--- src/rtl/pcrp_pkg.sv ---
// Package for the point cloud record parser: payload structs, job struct,
// status and kind codes, parser phases and color expansion functions.
// No dependencies.
`timescale 1ns / 1ps
`default_nettype none

package pcrp_pkg;

   typedef struct packed {
      logic [7:0] data_byte;
      logic       end_of_file;
   } req_type;

   typedef struct packed {
      logic        kind;
      logic [31:0] x_bits;
      logic [31:0] y_bits;
      logic [31:0] z_bits;
      logic [7:0]  red;
      logic [7:0]  green;
      logic [7:0]  blue;
      logic [1:0]  status;
      logic        last;
   } rsp_type;

   // One queue entry: everything one input item causes.
   typedef struct packed {
      logic        has_point;
      logic        has_status;
      logic [31:0] x_bits;
      logic [31:0] y_bits;
      logic [31:0] z_bits;
      logic [15:0] color;
      logic [1:0]  status;
   } job_type;

   typedef enum logic [6:0] {
      PH_VERSION  = 7'b0000001,
      PH_SECTIONS = 7'b0000010,
      PH_PAIRS    = 7'b0000100,
      PH_VALUES   = 7'b0001000,
      PH_PTS_CNT  = 7'b0010000,
      PH_POINTS   = 7'b0100000,
      PH_DONE     = 7'b1000000
   } phase_type;

   localparam logic       KIND_POINT  = 1'b0;
   localparam logic       KIND_STATUS = 1'b1;

   localparam logic [1:0] STATUS_OK          = 2'd0;
   localparam logic [1:0] STATUS_BAD_VERSION = 2'd1;
   localparam logic [1:0] STATUS_TRUNCATED   = 2'd2;

   localparam logic [31:0] VERSION_1_0    = 32'h0001_0000;
   localparam logic [3:0]  VER_LAST_POS   = 4'd3;
   localparam logic [3:0]  COLOR_LO_POS   = 4'd13;

   // v*255/31 and v*255/63, truncated, as reciprocal multiplies (2^20 scale).
   localparam logic [28:0] R5_SCALE = 29'd8625630;   // 255 * 33826
   localparam logic [28:0] G6_SCALE = 29'd4244475;   // 255 * 16645

   function automatic logic [7:0] expand5(input logic [4:0] v);
      logic [28:0] p;
      p = 29'(v) * R5_SCALE;
      return p[27:20];
   endfunction

   function automatic logic [7:0] expand6(input logic [5:0] v);
      logic [28:0] p;
      p = 29'(v) * G6_SCALE;
      return p[27:20];
   endfunction

endpackage

`default_nettype wire

--- src/rtl/pcrp_front.sv ---
// Front end: parses the byte stream (version, header skip, point count,
// point records) and pushes one job per item that causes results. Uses pcrp_pkg.
`timescale 1ns / 1ps
`default_nettype none

module pcrp_front (
   input  wire                clock,
   input  wire                reset,
   input  wire                req_valid,
   output logic               req_ready,
   input  pcrp_pkg::req_type  req_data,
   output logic               push_valid,
   output pcrp_pkg::job_type  push_job,
   input  wire                push_ready
);
   import pcrp_pkg::*;

   phase_type   phase_ff, phase_in;
   logic [31:0] acc_ff, acc_in;
   logic [30:0] sec_ff, sec_in;
   logic [31:0] vl_ff, vl_in;
   logic [30:0] pts_ff, pts_in;
   logic [3:0]  pos_ff, pos_in;
   logic [31:0] ver_ff, ver_in;
   logic [1:0]  err_ff, err_in;
   logic [7:0]  rec_ff [13];

   logic        accept;
   logic [7:0]  b;
   logic [31:0] v;
   logic [30:0] sec_dec;
   logic [31:0] vl_dec;
   logic [30:0] pts_dec;
   logic        point;
   logic        store;
   phase_type   sec_next_phase;

   assign req_ready = push_ready;
   assign accept    = req_valid && req_ready;
   assign b         = req_data.data_byte;
   assign v         = {acc_ff[24:0], b[6:0]};
   assign sec_dec   = sec_ff - 31'd1;
   assign vl_dec    = vl_ff - 32'd1;
   assign pts_dec   = pts_ff - 31'd1;

   always_comb begin
      phase_in = phase_ff;
      acc_in   = acc_ff;
      sec_in   = sec_ff;
      vl_in    = vl_ff;
      pts_in   = pts_ff;
      pos_in   = pos_ff;
      ver_in   = ver_ff;
      err_in   = err_ff;
      point    = 1'b0;
      store    = 1'b0;
      sec_next_phase = (sec_dec == 31'd0) ? PH_PTS_CNT : PH_PAIRS;

      case (phase_ff)
         PH_VERSION: begin
            ver_in = {ver_ff[23:0], b};
            pos_in = pos_ff + 4'd1;
            if (pos_ff == VER_LAST_POS) begin
               pos_in = 4'd0;
               if (ver_in != VERSION_1_0) begin
                  err_in   = STATUS_BAD_VERSION;
                  phase_in = PH_DONE;
               end else begin
                  phase_in = PH_SECTIONS;
               end
            end
         end
         PH_POINTS: begin
            if (pos_ff < COLOR_LO_POS) begin
               store  = 1'b1;
               pos_in = pos_ff + 4'd1;
            end else begin
               point  = 1'b1;
               pos_in = 4'd0;
               pts_in = pts_dec;
               if (pts_dec == 31'd0) phase_in = PH_DONE;
            end
         end
         PH_SECTIONS, PH_PAIRS, PH_VALUES, PH_PTS_CNT: begin
            acc_in = v;
            if (b[7]) begin
               acc_in = 32'd0;
               case (phase_ff)
                  PH_SECTIONS: begin
                     sec_in   = v[31] ? 31'd0 : v[30:0];
                     phase_in = (v[31] || v[30:0] == 31'd0) ? PH_PTS_CNT : PH_PAIRS;
                  end
                  PH_PAIRS: begin
                     if (v[31] || v[30:0] == 31'd0) begin
                        sec_in   = sec_dec;
                        phase_in = sec_next_phase;
                     end else begin
                        vl_in    = {v[30:0], 1'b0};
                        phase_in = PH_VALUES;
                     end
                  end
                  PH_VALUES: begin
                     vl_in = vl_dec;
                     if (vl_dec == 32'd0) begin
                        sec_in   = sec_dec;
                        phase_in = sec_next_phase;
                     end
                  end
                  default: begin
                     pts_in   = v[31] ? 31'd0 : v[30:0];
                     pos_in   = 4'd0;
                     phase_in = (v[31] || v[30:0] == 31'd0) ? PH_DONE : PH_POINTS;
                  end
               endcase
            end
         end
         default: ;
      endcase

      push_job.has_point  = point;
      push_job.has_status = req_data.end_of_file;
      push_job.x_bits     = {rec_ff[0], rec_ff[1], rec_ff[2], rec_ff[3]};
      push_job.y_bits     = {rec_ff[4], rec_ff[5], rec_ff[6], rec_ff[7]};
      push_job.z_bits     = {rec_ff[8], rec_ff[9], rec_ff[10], rec_ff[11]};
      push_job.color      = {rec_ff[12], b};
      if (err_in != STATUS_OK) push_job.status = err_in;
      else if (phase_in == PH_DONE) push_job.status = STATUS_OK;
      else push_job.status = STATUS_TRUNCATED;

      // end of file returns the parser to its reset state
      if (req_data.end_of_file) begin
         phase_in = PH_VERSION;
         acc_in   = 32'd0;
         sec_in   = 31'd0;
         vl_in    = 32'd0;
         pts_in   = 31'd0;
         pos_in   = 4'd0;
         ver_in   = 32'd0;
         err_in   = STATUS_OK;
      end
   end

   assign push_valid = accept && (point || req_data.end_of_file);

   always_ff @(posedge clock) begin
      if (reset) begin
         phase_ff <= PH_VERSION;
         acc_ff   <= 32'd0;
         sec_ff   <= 31'd0;
         vl_ff    <= 32'd0;
         pts_ff   <= 31'd0;
         pos_ff   <= 4'd0;
         ver_ff   <= 32'd0;
         err_ff   <= STATUS_OK;
      end else if (accept) begin
         phase_ff <= phase_in;
         acc_ff   <= acc_in;
         sec_ff   <= sec_in;
         vl_ff    <= vl_in;
         pts_ff   <= pts_in;
         pos_ff   <= pos_in;
         ver_ff   <= ver_in;
         err_ff   <= err_in;
      end
   end

   always_ff @(posedge clock) begin
      if (accept && store) rec_ff[pos_ff] <= b;
   end

endmodule

`default_nettype wire

--- src/rtl/pcrp_queue.sv ---
// Small register FIFO of jobs between the parser front end and the result
// back end. Uses pcrp_pkg. DEPTH must be 2 or more.
`timescale 1ns / 1ps
`default_nettype none

module pcrp_queue #(
   parameter int DEPTH = 2
) (
   input  wire                clock,
   input  wire                reset,
   input  wire                push_valid,
   input  pcrp_pkg::job_type  push_job,
   output logic               push_ready,
   output logic               head_valid,
   output pcrp_pkg::job_type  head_job,
   input  wire                pop
);
   import pcrp_pkg::*;

   localparam int IW = $clog2(DEPTH);
   localparam int CW = $clog2(DEPTH + 1);
   localparam logic [IW-1:0] LAST_IDX = IW'(DEPTH - 1);
   localparam logic [CW-1:0] FULL_CNT = CW'(DEPTH);

   job_type       slot_ff [DEPTH];
   logic [IW-1:0] wr_ff, wr_in;
   logic [IW-1:0] rd_ff, rd_in;
   logic [CW-1:0] cnt_ff, cnt_in;
   logic          do_push, do_pop;

   assign push_ready = (cnt_ff != FULL_CNT);
   assign head_valid = (cnt_ff != '0);
   assign head_job   = slot_ff[rd_ff];
   assign do_push    = push_valid && push_ready;
   assign do_pop     = pop && head_valid;

   always_comb begin
      wr_in  = do_push ? ((wr_ff == LAST_IDX) ? '0 : wr_ff + 1'b1) : wr_ff;
      rd_in  = do_pop  ? ((rd_ff == LAST_IDX) ? '0 : rd_ff + 1'b1) : rd_ff;
      cnt_in = cnt_ff;
      if (do_push && !do_pop) cnt_in = cnt_ff + 1'b1;
      else if (do_pop && !do_push) cnt_in = cnt_ff - 1'b1;
   end

   always_ff @(posedge clock) begin
      if (reset) begin
         wr_ff  <= '0;
         rd_ff  <= '0;
         cnt_ff <= '0;
      end else begin
         wr_ff  <= wr_in;
         rd_ff  <= rd_in;
         cnt_ff <= cnt_in;
      end
   end

   always_ff @(posedge clock) begin
      if (do_push) slot_ff[wr_ff] <= push_job;
   end

endmodule

`default_nettype wire

--- src/rtl/pcrp_back.sv ---
// Back end: turns queued jobs into result items (point, then status) in an
// output register, expanding RGB565 color. Uses pcrp_pkg.
`timescale 1ns / 1ps
`default_nettype none

module pcrp_back (
   input  wire                clock,
   input  wire                reset,
   input  wire                head_valid,
   input  pcrp_pkg::job_type  head_job,
   output logic               pop,
   output logic               rsp_valid,
   input  wire                rsp_ready,
   output pcrp_pkg::rsp_type  rsp_data
);
   import pcrp_pkg::*;

   logic    rsp_valid_ff, rsp_valid_in;
   rsp_type rsp_ff, rsp_in;
   logic    pt_sent_ff, pt_sent_in;
   logic    load;
   logic    send_point;

   assign load       = !rsp_valid_ff || rsp_ready;
   assign send_point = head_job.has_point && !pt_sent_ff;

   always_comb begin
      rsp_valid_in = rsp_valid_ff;
      rsp_in       = rsp_ff;
      pt_sent_in   = pt_sent_ff;
      pop          = 1'b0;
      if (load) begin
         rsp_valid_in = head_valid;
         if (head_valid) begin
            if (send_point) begin
               rsp_in.kind   = KIND_POINT;
               rsp_in.x_bits = head_job.x_bits;
               rsp_in.y_bits = head_job.y_bits;
               rsp_in.z_bits = head_job.z_bits;
               rsp_in.red    = expand5(head_job.color[15:11]);
               rsp_in.green  = expand6(head_job.color[10:5]);
               rsp_in.blue   = expand5(head_job.color[4:0]);
               rsp_in.status = STATUS_OK;
               rsp_in.last   = !head_job.has_status;
               pt_sent_in    = head_job.has_status;
               pop           = !head_job.has_status;
            end else begin
               rsp_in.kind   = KIND_STATUS;
               rsp_in.x_bits = 32'd0;
               rsp_in.y_bits = 32'd0;
               rsp_in.z_bits = 32'd0;
               rsp_in.red    = 8'd0;
               rsp_in.green  = 8'd0;
               rsp_in.blue   = 8'd0;
               rsp_in.status = head_job.status;
               rsp_in.last   = 1'b1;
               pt_sent_in    = 1'b0;
               pop           = 1'b1;
            end
         end
      end
   end

   always_ff @(posedge clock) begin
      if (reset) begin
         rsp_valid_ff <= 1'b0;
         pt_sent_ff   <= 1'b0;
      end else begin
         rsp_valid_ff <= rsp_valid_in;
         pt_sent_ff   <= pt_sent_in;
      end
   end

   always_ff @(posedge clock) begin
      rsp_ff <= rsp_in;
   end

   assign rsp_valid = rsp_valid_ff;
   assign rsp_data  = rsp_ff;

endmodule

`default_nettype wire

--- src/rtl/point_cloud_record_parser_top.sv ---
// Top level of the point cloud record parser: front end, job queue, back end.
// Depends on pcrp_pkg, pcrp_front, pcrp_queue and pcrp_back.
`timescale 1ns / 1ps
`default_nettype none

// The parser takes one file byte per clock on the req_ channel, with
// end_of_file marking the last byte of a file. It checks the big-endian 1.0
// version word, skips the varint header, reads the point count and returns
// one point item on rsp_ per 14-byte record, plus one status item at end of
// file (ok, unsupported version or truncated); after end of file it is ready
// for the next file at once. Bytes are taken every cycle while the queue has
// room: the front end parses each byte combinationally and drops a job into
// a QUEUE_DEPTH-entry queue. The back end drains one result item per cycle
// through its output register while rsp_ready allows; a point and its status
// from one byte leave as two items. A result is held in a queue slot, then in
// the output register. req_ready drops only when the queue is full: when the
// rsp_ side stalls, or for one cycle when a byte that yields a point and a
// status is followed at once by another byte that yields an item.

module point_cloud_record_parser_top #(
   parameter int QUEUE_DEPTH = 2
) (
   input  wire                clock,
   input  wire                reset,
   input  wire                req_valid,
   output logic               req_ready,
   input  pcrp_pkg::req_type  req_data,
   output logic               rsp_valid,
   input  wire                rsp_ready,
   output pcrp_pkg::rsp_type  rsp_data
);
   import pcrp_pkg::*;

   // front end -> queue
   logic    push_valid;
   logic    push_ready;
   job_type push_job;

   // queue -> back end
   logic    head_valid;
   job_type head_job;
   logic    pop;

   pcrp_front u_front (
      .clock      (clock),
      .reset      (reset),
      .req_valid  (req_valid),
      .req_ready  (req_ready),
      .req_data   (req_data),
      .push_valid (push_valid),
      .push_job   (push_job),
      .push_ready (push_ready)
   );

   pcrp_queue #(
      .DEPTH (QUEUE_DEPTH)
   ) u_queue (
      .clock      (clock),
      .reset      (reset),
      .push_valid (push_valid),
      .push_job   (push_job),
      .push_ready (push_ready),
      .head_valid (head_valid),
      .head_job   (head_job),
      .pop        (pop)
   );

   pcrp_back u_back (
      .clock      (clock),
      .reset      (reset),
      .head_valid (head_valid),
      .head_job   (head_job),
      .pop        (pop),
      .rsp_valid  (rsp_valid),
      .rsp_ready  (rsp_ready),
      .rsp_data   (rsp_data)
   );

endmodule

`default_nettype wire

--- config.mk ---
export PLATFORM = sky130hd
export DESIGN_NAME = point_cloud_record_parser_top
export DESIGN_NICKNAME = d
export VERILOG_FILES = /design/src/rtl/pcrp_pkg.sv /design/src/rtl/pcrp_front.sv /design/src/rtl/pcrp_queue.sv /design/src/rtl/pcrp_back.sv /design/src/rtl/point_cloud_record_parser_top.sv
export SDC_FILE = /design/constraint.sdc
export NUM_CORES = 1
export LEC_CHECK = 0
export BUFFER_PORTS_ARGS = -buffer_cell sky130_fd_sc_hd__buf_2
export CAP_MARGIN = 10
export CORE_MARGIN = 2
export CORE_UTILIZATION = 55
export CTS_BUF_LIST = sky130_fd_sc_hd__clkbuf_16
export CTS_CLUSTER_DIAMETER = 200
export DETAILED_ROUTE_END_ITERATION = 7
export PLACE_DENSITY_LB_ADDON = 0.3
export SLEW_MARGIN = 20
export SYNTH_ARGS = -nofsm -noshare
export SYNTH_HDL_FRONTEND = slang
export SYNTH_SLANG_ARGS = --single-unit
--- constraint.sdc ---
create_clock -name clock -period 13.09 [get_ports clock]
set_input_delay 3.927 -clock clock [delete_from_list [all_inputs] [get_ports clock]]
set_output_delay 3.927 -clock clock [all_outputs]
set_load 0.05 [all_outputs]
==> metrics.md <==
| Metric | Value |
|---|---|
| Vias per cell | `5.96` |
| Syn Std Cell Area | `0.0298 mm²` |
| Post-synthesis compound-gate area fraction | `9.42%` |
| Syn_nets | `2786` |
| Setup_tns | `0 ns` |
| P_leak | `12.3 nW` |
| FP Rows | `85` |
| Warnings from Yosys | `0` |
| Post-synth EDFFs | `460` |
| DRC Markers | `0` |
| CTS Buf Count | `66` |
| Die Y | `237 µm` |
| Initial Util | `55.4%` |
| Post-synthesis simple-gate area fraction | `14.6%` |
| Top delay family on crit path | `simple AND/OR/NAND/NOR gates` |
| GRT Residual Overflow | `0` |
| Max transition margin | `31.6%` |
| Area Overhead vs Synth | `11.3%` |
| First-pass GRT wire length | `109000 µm` |
| Worst vdd ir | `140 µV` |
| CTS root buf | `clkbuf_16` |
| Seq/Total Area, Yosys | `57.3%` |
| Die X | `237 µm` |
| Final period util | `50.7%` |
| Htree depth | `3` |
| Die area | `0.0560 mm²` |
| Routed via count | `20471` |
| Synth Area in Adders | `8.46%` |
| Xor/xnor share of the synthesized area | `2.56%` |
| Library cells used by synthesis | `79` |
| GPL Wtd Cong | `0.941` |
| Hpwl dp | `45300 µm` |
| Data required, critical path | `13.61 ns` |
| CP dominant cell by count | `or4_1` |
| Asr flop ratio synth | `0%` |
| Setup Buffers After CTS | `0` |
| GRT Total Usage | `24.6%` |
| Post-cts resize count | `0` |
| CTS tree | `yes` |
| Largest net degree at the start of global routing | `86` |
| Initial antenna violation count | `0` |
| Critical path arrival | `7.16 ns` |
| CP Launch Point | `req_data[3]` |
| Fillers | `4129` |
| Slowest stage delay, CP | `0.58 ns` |
| Status | `complete, no violations` |
| Crit path max-delay cell type | `or4_1` |
| Port Buf Inserts | `138` |
| Kind of critical path | `input pin to flip-flop` |
| Clk sinks | `623` |
| Nets | `2869` |
| Drt first pass iters | `5` |
| Gate Count Post-Synth | `2601` |
| Antenna cells | `0` |
| Post-CTS Hold Buffers | `0` |
| I/O pin total | `139` |
| Final Hold Viols | `0` |
| Worst hold path type | `flip-flop to flip-flop` |
| Initial drt markers | `1626` |
| Synth Register Bits | `623` |
| Non-Filler Instances | `3432` |
| PD cells | `218 mW/mm²` |
| Clk buf depth | `3` |
| Fin. max-slew vios | `0` |
| Buf+Inv Stages, Crit Path | `2` |
| Vias in the first global route | `20178` |
| Minimum clock period | `6.64 ns` |
| Max Clk Rate | `151 MHz` |
| Max Cap Viol | `0` |
| Synth Area per Inst | `11.4 µm²` |
| Routed len/inst | `20.1 µm` |
| RSZ-0062 raised after global routing | `no` |
| Startpoint Class | `input pin` |
| Drt total wl | `69000 µm` |
| CORE AREA | `0.0537 mm²` |
| Fraction of layout cells with a size suffix above 1 | `11.2%` |
| Endpoints failing setup | `0` |
| Largest family of logic cells by synthesized area | `simple AND/OR/NAND/NOR gates` |
| Main synth FF type | `edfxtp_1` |
| Clock transition at path regs | `0.06 ns` |
| Routed Antenna Nets | `0` |
| # placed instances | `3312` |
| Worst slew pin tran | `1.03 ns` |
| Fraction of synthesized area in multiplexers | `4.02%` |
| Crit-path cells | `buf_2, or4_1, nor4_1, a41o_1, o41ai_1, a211o_1, buf_4, or4_1, a21oi_1` |
| Clock Skew | `0.0359 ns` |
| Worst Setup End Kind | `flip-flop` |
| Clk_lat worst skew | `0.61 ns` |
| Hold wc startpoint | `u_front.rec_ff[7][4]` |
| Critical Path Fanout Max | `59` |
-- kinds of logic (layout without fill, tap and decap cells) --
logic type / count (synthesis) / after routing
AO/OA/AOI/OAI: 436 / 436
XOR/XNOR: 87 / 87
adder cells (fa/ha/maj): 172 / 172
buffers and inverters: 271 / 406
flip-flops: 623 / 623
multiplexers: 119 / 119
AND/OR/NAND/NOR: 893 / 893
-- Yosys cell counts (28+ instances only) --
| cell type | instances | area (µm²) |
|---|---|---|
| fa_1 | 49 | 981 |
| nand2_1 | 142 | 533 |
| inv_1 | 121 | 454 |
| or3_1 | 40 | 250 |
| mux2i_1 | 114 | 1140 |
| edfxtp_1 | 460 | 13800 |
| a22oi_1 | 53 | 398 |
| xor2_1 | 31 | 272 |
| a21oi_1 | 167 | 836 |
| o21ai_0 | 58 | 290 |
| nor2b_1 | 28 | 175 |
| nor3_1 | 64 | 320 |
| nor4_1 | 39 | 244 |
| clkbuf_1 | 122 | 458 |
| dfxtp_1 | 163 | 3260 |
| a2111oi_0 | 29 | 254 |
| xnor2_1 | 56 | 490 |
| nand3_1 | 60 | 300 |
| ha_1 | 123 | 1540 |
| nor2_1 | 362 | 1360 |
-- metrics by stage --
stage | setup slack [ns] | instance area (µm²) | hold slack [ns] | util [%] | total power, mW
after global routing | 5.93 | 33100 | 0.450 | 61.7 | 7.72
after global placement | 6.03 | 31000 | 0.422 | 57.7 | 5.33
after floorplan | 3.31 | 29800 | 0.421 | - | 4.78
after CTS | 6.43 | 33100 | 0.444 | 61.7 | 7.29
after detailed placement | 5.90 | 31000 | 0.430 | 57.7 | 5.44
final | 6.45 | 33100 | 0.442 | 61.7 | 7.23
-- sequential cells by signal, summed over array words and instances (netlist names), named ones only --
register,count
u_front.phase_ff,7
u_queue.wr_ff,1
u_queue.rd_ff,1
u_front.ver_ff,24
u_front.vl_ff,32
u_front.rec_ff,104
u_back.rsp_valid,1
u_back.pt_sent_ff,1
u_front.pts_ff,31
u_queue.cnt_ff,2
u_front.sec_ff,31
u_front.acc_ff,25
u_queue.slot_ff,232
u_back.rsp_data,124
u_front.err_ff,2
u_front.pos_ff,4
-- placed cells by master, fill, tap and decap left out, types with 28 or more instances in the layout --
master / n
a2111oi_0: 29
a21oi_1: 167
a22oi_1: 53
buf_2: 137
clkbuf_16: 66
dfxtp_1: 162
edfxtp_1: 460
fa_1: 49
ha_1: 123
inv_1: 130
mux2i_1: 114
nand2_1: 142
nand3_1: 60
nor2_1: 360
nor2b_1: 28
nor3_1: 61
nor4_1: 39
o21ai_0: 58
or3_1: 39
xnor2_1: 56
xor2_1: 31
-- report_power, final --
part / leakage (nW) / switching, mW / internal [mW]
logic: 5.70 / 1.92 / 0.966
registers: 5.58 / 0.0959 / 2.43
clock network: 1.07 / 0.788 / 1.04
-- layout make-up --
class	instances	area, µm²	area share [%]
Clock buffer	66	1650	4.98
Clock inverter	54	480	1.45
Inverter	123	463	1.40
Multi-Input combinational cell	1707	11700	35.3
Sequential cell	623	17100	51.6
Tap cell	696	871	2.63
Timing Repair Buffer	163	881	2.66
-- worst register-to-register path, stage by stage, from the launching register on --
cell     delay, ns
dfxtp_4       0.77
buf_4         0.64
buf_4         0.80
mux2i_1       0.67
fa_1          0.59
inv_1         0.18
fa_1          0.47
fa_1          0.42
ha_1          0.29
and2_1        0.16
o41ai_1       0.26
o21ai_0       0.21
nand4_1       0.14
a31oi_1       0.13
nor2_1        0.30
o21ai_0       0.13
nor3b_1       0.15
-- path summary, 6_finish.rpt --
kind	end	slack [ns]	cells after the start
setup / recovery	u_front.sec_ff[22]	6.45	9
hold / removal	u_queue.slot_ff[0][54]	0.44	0
setup reg to reg	u_back.rsp_data[17]	6.50	16
hold reg to reg	u_queue.slot_ff[0][54]	0.44	0
-- routing by layer --
metal / share of wire (%) / vias up / GRT usage (%) / routed length (µm)
met2: 48 / 671 / 40.3 / 32800
met5: 0 / - / 0 / 0
met3: 6.0 / 166 / 4.24 / 4170
met1: 43 / 10014 / 32.8 / 29600
li1: - / 9620 / - / -
met4: 3.5 / 0 / 9.72 / 2440
(Power assumes the default switching activity.)
